**src/rtl/core/sbps_pkg.sv**
```systemverilog
// ----------------------------------------------------------------------------
// sbps_pkg
// Shared types and constants for the six-button pad scanner.
// ----------------------------------------------------------------------------
package sbps_pkg;

  // Configuration register widths and indexes
  localparam int CFG_W       = 16;
  localparam int CFG_ADDR_W  = 1;
  localparam logic [CFG_ADDR_W-1:0] CFG_READ_DELAY = 1'd0;
  localparam logic [CFG_ADDR_W-1:0] CFG_GAP_DELAY  = 1'd1;

  localparam logic [CFG_W-1:0] READ_DELAY_RST = 16'd20;
  localparam logic [CFG_W-1:0] GAP_DELAY_RST  = 16'd1000;

  // Scan phases: 0..7 scan, 8 idle
  localparam int PHASE_W = 4;
  localparam logic [PHASE_W-1:0] PHASE_FIRST = 4'd0;
  localparam logic [PHASE_W-1:0] PHASE_DIRS  = 4'd1;
  localparam logic [PHASE_W-1:0] PHASE_SIX   = 4'd4;
  localparam logic [PHASE_W-1:0] PHASE_XYZ   = 4'd5;
  localparam logic [PHASE_W-1:0] PHASE_LAST  = 4'd7;
  localparam logic [PHASE_W-1:0] PHASE_IDLE  = 4'd8;

  // Button bit positions
  localparam int BTN_W     = 12;
  localparam int BTN_UP    = 0;
  localparam int BTN_DOWN  = 1;
  localparam int BTN_LEFT  = 2;
  localparam int BTN_RIGHT = 3;
  localparam int BTN_A     = 4;
  localparam int BTN_B     = 5;
  localparam int BTN_C     = 6;
  localparam int BTN_START = 7;
  localparam int BTN_X     = 8;
  localparam int BTN_Y     = 9;
  localparam int BTN_Z     = 10;
  localparam int BTN_MODE  = 11;

  typedef struct packed {
    logic pin1_level;
    logic pin2_level;
    logic pin3_level;
    logic pin4_level;
    logic pin6_level;
    logic pin9_level;
  } in_item_t;

  typedef struct packed {
    logic             select_level;
    logic [BTN_W-1:0] buttons;
    logic             pad_present;
    logic             six_button;
    logic             scan_done;
  } out_item_t;

  // Sequencer to button decoder: sample strobe for the current tick
  typedef struct packed {
    logic               sample;
    logic [PHASE_W-1:0] phase;
    logic               done;
  } seq_ctl_t;

endpackage

```
**src/rtl/core/sbps_seq.sv**
```systemverilog
// ----------------------------------------------------------------------------
// sbps_seq
// Phase and tick sequencer: walks select through eight phases, then idles.
// ----------------------------------------------------------------------------
module sbps_seq import sbps_pkg::*; #(
  parameter int COUNT_BITS = 16
) (
  input  logic             clk,
  input  logic             rst_n,
  input  logic             advance,
  input  logic [CFG_W-1:0] read_delay,
  input  logic [CFG_W-1:0] gap_delay,
  output seq_ctl_t         ctl,
  output logic             select_nxt
);

  localparam int CMP_W = (COUNT_BITS > CFG_W) ? COUNT_BITS : CFG_W;

  logic [PHASE_W-1:0]    phase_r, phase_nxt;
  logic [COUNT_BITS-1:0] count_r, count_nxt;
  logic                  select_r;
  logic [COUNT_BITS-1:0] count_inc;
  logic                  gap_hit, rd_hit, is_idle;

  assign is_idle   = phase_r[PHASE_W-1];
  assign count_inc = (&count_r) ? count_r : count_r + 1'b1;
  // saturated count counts as reaching any delay
  assign gap_hit   = (CMP_W'(count_r) >= CMP_W'(gap_delay)) || (&count_r);
  assign rd_hit    = (CMP_W'(count_inc) >= CMP_W'(read_delay)) || (&count_inc);

  // next state for one tick
  always_comb begin
    phase_nxt  = phase_r;
    count_nxt  = count_r;
    select_nxt = select_r;
    ctl.sample = 1'b0;
    ctl.phase  = phase_r;
    ctl.done   = 1'b0;
    if (is_idle) begin
      if (gap_hit) begin
        phase_nxt  = PHASE_FIRST;
        select_nxt = 1'b0;
        count_nxt  = '0;
      end else begin
        count_nxt  = count_r + 1'b1;
      end
    end else if (rd_hit) begin
      ctl.sample = 1'b1;
      count_nxt  = '0;
      if (phase_r == PHASE_LAST) begin
        phase_nxt  = PHASE_IDLE;
        select_nxt = 1'b1;
        ctl.done   = 1'b1;
      end else begin
        phase_nxt  = phase_r + 1'b1;
        select_nxt = phase_nxt[0];
      end
    end else begin
      count_nxt = count_inc;
    end
  end

  always_ff @(posedge clk) begin
    if (!rst_n) begin
      phase_r  <= PHASE_IDLE;
      count_r  <= '0;
      select_r <= 1'b1;
    end else if (advance) begin
      phase_r  <= phase_nxt;
      count_r  <= count_nxt;
      select_r <= select_nxt;
    end
  end

endmodule

```
**src/rtl/core/sbps_btn.sv**
```systemverilog
// ----------------------------------------------------------------------------
// sbps_btn
// Button decoder: updates button, pad-present and six-button flags on samples.
// ----------------------------------------------------------------------------
module sbps_btn import sbps_pkg::*; (
  input  logic             clk,
  input  logic             rst_n,
  input  logic             advance,
  input  seq_ctl_t         ctl,
  input  in_item_t         pins,
  output logic [BTN_W-1:0] buttons_nxt,
  output logic             present_nxt,
  output logic             six_nxt
);

  logic [BTN_W-1:0] buttons_r;
  logic             present_r, six_r;
  logic             p1, p2, p3, p4, p6, p9;
  logic             en6;

  // pull-ups: low level means pressed
  assign p1 = ~pins.pin1_level;
  assign p2 = ~pins.pin2_level;
  assign p3 = ~pins.pin3_level;
  assign p4 = ~pins.pin4_level;
  assign p6 = ~pins.pin6_level;
  assign p9 = ~pins.pin9_level;

  assign en6 = present_r & six_r;

  always_comb begin
    buttons_nxt = buttons_r;
    present_nxt = present_r;
    six_nxt     = six_r;
    if (ctl.sample) begin
      case (ctl.phase)
        PHASE_FIRST: begin
          present_nxt = p3 & p4;
          if (p3 & p4) begin
            buttons_nxt[BTN_A]     = p6;
            buttons_nxt[BTN_START] = p9;
          end
        end
        PHASE_DIRS: begin
          buttons_nxt[BTN_UP]    = present_r & p1;
          buttons_nxt[BTN_DOWN]  = present_r & p2;
          buttons_nxt[BTN_LEFT]  = present_r & p3;
          buttons_nxt[BTN_RIGHT] = present_r & p4;
          buttons_nxt[BTN_B]     = present_r & p6;
          buttons_nxt[BTN_C]     = present_r & p9;
        end
        PHASE_SIX: begin
          six_nxt = present_r & p1 & p2;
        end
        PHASE_XYZ: begin
          buttons_nxt[BTN_Z]    = en6 & p1;
          buttons_nxt[BTN_Y]    = en6 & p2;
          buttons_nxt[BTN_X]    = en6 & p3;
          buttons_nxt[BTN_MODE] = en6 & p4;
        end
        default: begin
          buttons_nxt = buttons_r;
        end
      endcase
    end
  end

  always_ff @(posedge clk) begin
    if (!rst_n) begin
      buttons_r <= '0;
      present_r <= 1'b0;
      six_r     <= 1'b0;
    end else if (advance) begin
      buttons_r <= buttons_nxt;
      present_r <= present_nxt;
      six_r     <= six_nxt;
    end
  end

endmodule

```
**src/rtl/core/six_button_pad_scanner.sv**
```systemverilog
// ----------------------------------------------------------------------------
// six_button_pad_scanner
// Scans a six-button DB9 pad through a multiplexed select line.
// ----------------------------------------------------------------------------
// Each input beat is one tick (about 1 us) of the six pad pin levels and
// yields exactly one result beat: the select level to drive from that tick
// on, the 12 button bits, pad-present, six-button and a one-tick scan-done
// flag. A beat passes through two registers (input register, then result
// register) and one beat is accepted every cycle; the only stalls come from
// out_ready being low. read_delay and gap_delay are counted in beats, not
// clock cycles; write them only while no beat is in flight.
module six_button_pad_scanner import sbps_pkg::*; #(
  parameter int COUNT_BITS = 16
) (
  input  logic                  clk,
  input  logic                  rst_n,
  input  logic                  in_valid,
  output logic                  in_ready,
  input  in_item_t              in_data,
  output logic                  out_valid,
  input  logic                  out_ready,
  output out_item_t             out_data,
  input  logic                  cfg_we,
  input  logic [CFG_ADDR_W-1:0] cfg_addr,
  input  logic [CFG_W-1:0]      cfg_wdata
);

  logic [CFG_W-1:0] read_delay_r, gap_delay_r;
  logic             s1_valid_r;
  in_item_t         s1_item_r;
  logic             out_valid_r;
  out_item_t        out_item_r;
  logic             advance;
  seq_ctl_t         ctl;
  logic             select_nxt, present_nxt, six_nxt;
  logic [BTN_W-1:0] buttons_nxt;

  // configuration registers
  always_ff @(posedge clk) begin
    if (!rst_n) begin
      read_delay_r <= READ_DELAY_RST;
      gap_delay_r  <= GAP_DELAY_RST;
    end else if (cfg_we) begin
      case (cfg_addr)
        CFG_READ_DELAY: read_delay_r <= cfg_wdata;
        CFG_GAP_DELAY:  gap_delay_r  <= cfg_wdata;
        default: begin
          read_delay_r <= read_delay_r;
        end
      endcase
    end
  end

  // handshake: the result register frees up when empty or being taken
  assign advance  = s1_valid_r & (~out_valid_r | out_ready);
  assign in_ready = ~s1_valid_r | advance;

  // input register
  always_ff @(posedge clk) begin
    if (!rst_n) begin
      s1_valid_r <= 1'b0;
    end else if (in_ready) begin
      s1_valid_r <= in_valid;
    end
  end

  always_ff @(posedge clk) begin
    if (in_valid && in_ready) begin
      s1_item_r <= in_data;
    end
  end

  sbps_seq #(
    .COUNT_BITS (COUNT_BITS)
  ) u_seq (
    .clk        (clk),
    .rst_n      (rst_n),
    .advance    (advance),
    .read_delay (read_delay_r),
    .gap_delay  (gap_delay_r),
    .ctl        (ctl),
    .select_nxt (select_nxt)
  );

  sbps_btn u_btn (
    .clk         (clk),
    .rst_n       (rst_n),
    .advance     (advance),
    .ctl         (ctl),
    .pins        (s1_item_r),
    .buttons_nxt (buttons_nxt),
    .present_nxt (present_nxt),
    .six_nxt     (six_nxt)
  );

  // result register
  always_ff @(posedge clk) begin
    if (!rst_n) begin
      out_valid_r <= 1'b0;
    end else if (advance) begin
      out_valid_r <= 1'b1;
    end else if (out_ready) begin
      out_valid_r <= 1'b0;
    end
  end

  always_ff @(posedge clk) begin
    if (advance) begin
      out_item_r.select_level <= select_nxt;
      out_item_r.buttons      <= buttons_nxt;
      out_item_r.pad_present  <= present_nxt;
      out_item_r.six_button   <= six_nxt;
      out_item_r.scan_done    <= ctl.done;
    end
  end

  assign out_valid = out_valid_r;
  assign out_data  = out_item_r;

endmodule

```
**config.mk**
```make
export PLATFORM = sky130hd
export DESIGN_NAME = six_button_pad_scanner
export DESIGN_NICKNAME = d
export VERILOG_FILES = /design/src/rtl/core/sbps_pkg.sv /design/src/rtl/core/sbps_seq.sv /design/src/rtl/core/sbps_btn.sv /design/src/rtl/core/six_button_pad_scanner.sv
export SDC_FILE = /design/constraint.sdc
export NUM_CORES = 1
export LEC_CHECK = 0
export BUFFER_PORTS_ARGS = -buffer_cell sky130_fd_sc_hd__buf_2
export CORE_MARGIN = 3
export CORE_UTILIZATION = 60
export DETAILED_ROUTE_END_ITERATION = 12
export PLACE_DENSITY = 0.89
export SLEW_MARGIN = 0
export SYNTH_ARGS = -nofsm -noshare
export SYNTH_HDL_FRONTEND = slang
export SYNTH_HIERARCHICAL = 1
export SYNTH_SLANG_ARGS = --single-unit
```
**constraint.sdc**
```tcl
create_clock -name clk -period 6 [get_ports clk]
set_input_delay 0.3 -clock clk [delete_from_list [all_inputs] [get_ports clk]]
set_output_delay 0.3 -clock clk [all_outputs]
set_load 0.01 [all_outputs]
```
==> impl_table.tex <==
\begin{tabular}{lr}
\hline
Metric & Value \\
\hline
\multicolumn{2}{l}{\textbf{Run status}} \\
Run status & complete, no violations \\
\multicolumn{2}{l}{\textbf{CTS}} \\
Worst skew pair latency & 0.38 ns \\
Resize count post-CTS & 0 \\
Maximum clock insertion buffer count & 2 \\
CTS tree & done \\
Setup fix buffers added after clock tree synthesis & 0 \\
Clock edge transition at the registers on the reported setup and hold paths & 0.11 ns \\
CTS hold repair buffers & 0 \\
TritonCTS buffer count & 9 \\
Number of H-tree branching levels & 3 \\
TritonCTS Sinks & 91 \\
Clk Tree Root Cell & clkbuf\_8 \\
\multicolumn{2}{l}{\textbf{STA}} \\
Time the final worst path needs with I/O delays and setup & 5.14 ns \\
Setup TNS & 0 ns \\
Final hold violation count & 0 \\
Upper clock frequency limit & 195 MHz \\
Final period utilization & 0.857 \\
RSZ-0062 raised after global routing & no \\
Setup violations, final & 0 \\
Final-report max-slew violation count & 0 \\
Maximum clock skew at final layout & 0.0216 ns \\
Least-Margin Pin Slew & 1.13 ns \\
Headroom to the max-slew limit & 0.236 \\
\multicolumn{2}{l}{\textbf{Synth}} \\
Gate count after technology mapping & 591 \\
Fraction of synthesized cell area taken by the top area cell type & 0.254 \\
Synth area leaders & dfxtp\_1 25\%, edfxtp\_1 12\%, ha\_1 7.8\% \\
Top cell types by occurrence after synthesis & 84 x nand2\_1, 69 x dfxtp\_1, 48 x inv\_1, 35 x a21oi\_1, 34 x ha\_1 \\
Syn Std Cell Area & 5430 um2 \\
Library cell with the largest summed area after synthesis & dfxtp\_1 \\
Mean Syn Cell Area & 9.19 um2 \\
Synthesized net count & 653 \\
Synth Flop Type & dfxtp\_1 \\
Most repeated cell in the gate-level netlist after synthesis & nand2\_1 \\
Number of synthesized register bits & 91 \\
Number of enable flip-flop cells after synthesis & 22 \\
Library cells used by synthesis & 79 \\
Count of yosys warnings during synthesis & 6 \\
Portion of the post-synthesis area used by sequential elements & 0.376 \\
Async set-reset flop share out of synthesis & 0 \\
\multicolumn{2}{l}{\textbf{Floorplanning}} \\
Placement row count & 34 \\
Std-Cell Core Area & 8760 um2 \\
Die area & 10200 um2 \\
Num ports & 46 \\
Initial Utilization & 0.620 \\
Width of the chip & 101 um \\
Vertical die dimension & 101 um \\
\multicolumn{2}{l}{\textbf{Drt}} \\
Via count & 4524 \\
Antenna Nets Post-Route & 0 \\
DR pass1 iterations & 5 \\
Total Routed Length & 12.5 mm \\
DRC errors left & 0 \\
Iter 0 DRT Violations & 352 \\
Average routed wire per standard cell & 17.2 um \\
Vias per std cell & 6.21 \\
\multicolumn{2}{l}{\textbf{GRT}} \\
Overall overflow remaining after global route & 0 \\
Combined global-route utilization of all metal layers & 0.250 \\
First-pass GRT wire length & 20.7 mm \\
Number of global-route vias before repair & 4369 \\
Pin count of the biggest net entering global routing & 83 \\
Number of antenna violations at the first check in global routing & 0 \\
\multicolumn{2}{l}{\textbf{Worst setup path}} \\
Data required time of the critical path & 6.29 ns \\
Worst flop-to-flop path startpoint & u\_seq/count\_r[0]\$\_SDFFE\_PN0P\_ \\
Register-to-Register Path Depth & 14 \\
Worst setup SP type & register \\
Reg2reg setup slack & 0.86 ns \\
Crit path arrival time & 5.43 ns \\
Setup CP Type & register to register \\
Worst-path fanout max & 9 \\
Origin of the worst setup path & u\_seq/count\_r[0]\$\_SDFFE\_PN0P\_ \\
Category of the worst setup path capture point & register \\
Crit Reg-Reg Endpoint & u\_btn/buttons\_r[4]\$\_SDFFE\_PN0P\_ \\
\multicolumn{2}{l}{\textbf{Finish}} \\
Cell area after layout & 5830 um2 \\
Share of cells above drive strength 1 & 0.176 \\
Count of nets after finishing & 677 \\
Diodes inserted & 0 \\
Layout overhead on the synthesized area & 7.28\% \\
Fill count & 698 \\
\multicolumn{2}{l}{\textbf{Placement}} \\
Number of I/O port buffers & 45 \\
Half-perimeter wire length after placement & 8.98 mm \\
Routability cong. & 0.964 \\
DP Area & 5620 um2 \\
\multicolumn{2}{l}{\textbf{Pwr}} \\
Pwr/cell area & 203 nW/um2 \\
Static Leak & 2.57 nW \\
Peak supply drop & 117 uV \\
\multicolumn{2}{l}{\textbf{Min path}} \\
Worst Hold Depth & 1 \\
Hold-critical path endpoint & s1\_item\_r[0]\$\_DFFE\_PP\_ \\
Origin of the worst min-delay path & in\_data[0] \\
Hold Crit Class & input pin to register \\
\multicolumn{2}{l}{\textbf{Job}} \\
Max-capacitance violation count & 0 \\
\hline
\end{tabular}
cells by family (layout without fill, tap and decap cells):
| group | after synthesis | count (layout) | synth area share |
|---|---|---|---|
| AOI/OAI and AO/OA | 119 | 119 | 0.153 |
| and+or+nand+nor | 208 | 208 | 0.219 |
| DFF | 91 | 91 | 0.376 |
| adders and majority gates | 34 | 34 | 0.0783 |
| muxes | 43 | 43 | 0.0829 |
| xor gates and xnor gates | 13 | 13 | 0.0210 |
| buffers and inverters | 83 | 112 | 0.0696 |
worst max-delay path by stage:
stage,endpoint,slack [ns]
6_report,u_btn/buttons_r[4]$_SDFFE_PN0P_,0.86
3_5_place_dp,u_btn/six_r$_SDFFE_PN0P_,1.07
4_1_cts,u_btn/buttons_r[4]$_SDFFE_PN0P_,0.99
2_1_floorplan,out_data[1]$_DFFE_PP_,1.86
5_1_grt,u_btn/buttons_r[4]$_SDFFE_PN0P_,0.40
3_3_place_gp,u_btn/present_r$_SDFFE_PN0P_,1.35
flip-flops by register name, summed over array words and instances (netlist names):
| register | count |
|---|---|
| u_seq/phase_r | 4 |
| u_seq/count_r | 16 |
| u_btn/six_r | 1 |
| u_btn/buttons_r | 12 |
| out_valid | 1 |
| s1_item_r | 6 |
| gap_delay_r | 16 |
| u_seq/select_r | 1 |
| u_btn/present_r | 1 |
| read_delay_r | 16 |
| out_data | 16 |
| s1_valid_r | 1 |
layout make-up:
| type | count | area, um2 | share of cell area |
|---|---|---|---|
| sequential | 91 | 2040 | 0.350 |
| clock buffer | 9 | 124 | 0.0213 |
| multi-input combinational | 417 | 3020 | 0.518 |
| timing repair buffer | 48 | 248 | 0.0425 |
| clock inverter | 7 | 81.3 | 0.0140 |
| inverter | 48 | 180 | 0.0309 |
| tap | 108 | 135 | 0.0232 |
power by group:
group / switching (mW) / internal (mW) / leakage, nW
Combinational: 0.0638 / 0.0391 / 1.70
Clock: 0.254 / 0.165 / 0.103
Sequential: 0.0122 / 0.647 / 0.766
Total: 0.330 / 0.851 / 2.57
per-layer routing:
| metal | vias to the layer above | global-route usage | routed length, um |
|---|---|---|---|
| met1 | 2166 | 0.341 | 5440 |
| met2 | 175 | 0.406 | 6080 |
| met5 | - | 0 | 0 |
| li1 | 2159 | - | - |
| met3 | 24 | 0.0358 | 740 |
| met4 | 0 | 0.0869 | 254 |
critical path: stages, from the launching register on:
cell	delay [ns]
dfxtp_1	0.46
ha_1	0.29
nand3_1	0.31
nor3_1	0.41
mux2i_1	0.36
ha_1	0.20
nand4_1	0.12
a211oi_1	0.23
a21oi_1	0.10
o21ai_0	0.68
nor2_2	0.21
nor2_1	0.26
nor4bb_1	0.99
a21oi_1	0.18
a311oi_1	0.26
cells in the final DEF, fill, tap and decap left out, types with 3 or more instances in the layout:
cell / instances
clkbuf_8: 9
a211oi_1: 3
nor4_4: 3
nand3b_1: 6
mux2i_1: 30
nand4_1: 12
nand2_1: 84
nor3_1: 6
o21a_1: 5
nor2_1: 19
edfxtp_1: 22
xnor2_1: 8
buf_2: 45
o211ai_2: 9
o21ai_0: 18
a31oi_1: 4
dfxtp_1: 69
o22ai_1: 5
a21oi_1: 35
ha_1: 34
clkinv_4: 3
nor2b_1: 9
nand3_1: 25
inv_1: 48
buf_4: 3
mux2_2: 12
and3b_1: 6
o211ai_1: 6
a21o_1: 8
xor2_1: 5
nor3b_1: 3
nand2b_1: 3
stage by stage:
step	std cells	hold WS, ns	setup WS, ns	utilization	power (mW)
3_3_place_gp	712	0.442	1.35	0.642	0.769
5_1_grt	728	0.0900	0.399	0.665	1.23
4_1_cts	728	0.0926	0.987	0.665	1.19
2_1_floorplan	591	0.399	1.86	-	0.744
6_report	728	0.101	0.860	0.665	1.18
3_5_place_dp	712	0.449	1.07	0.642	0.775
Power figures use the tool's default switching activity.
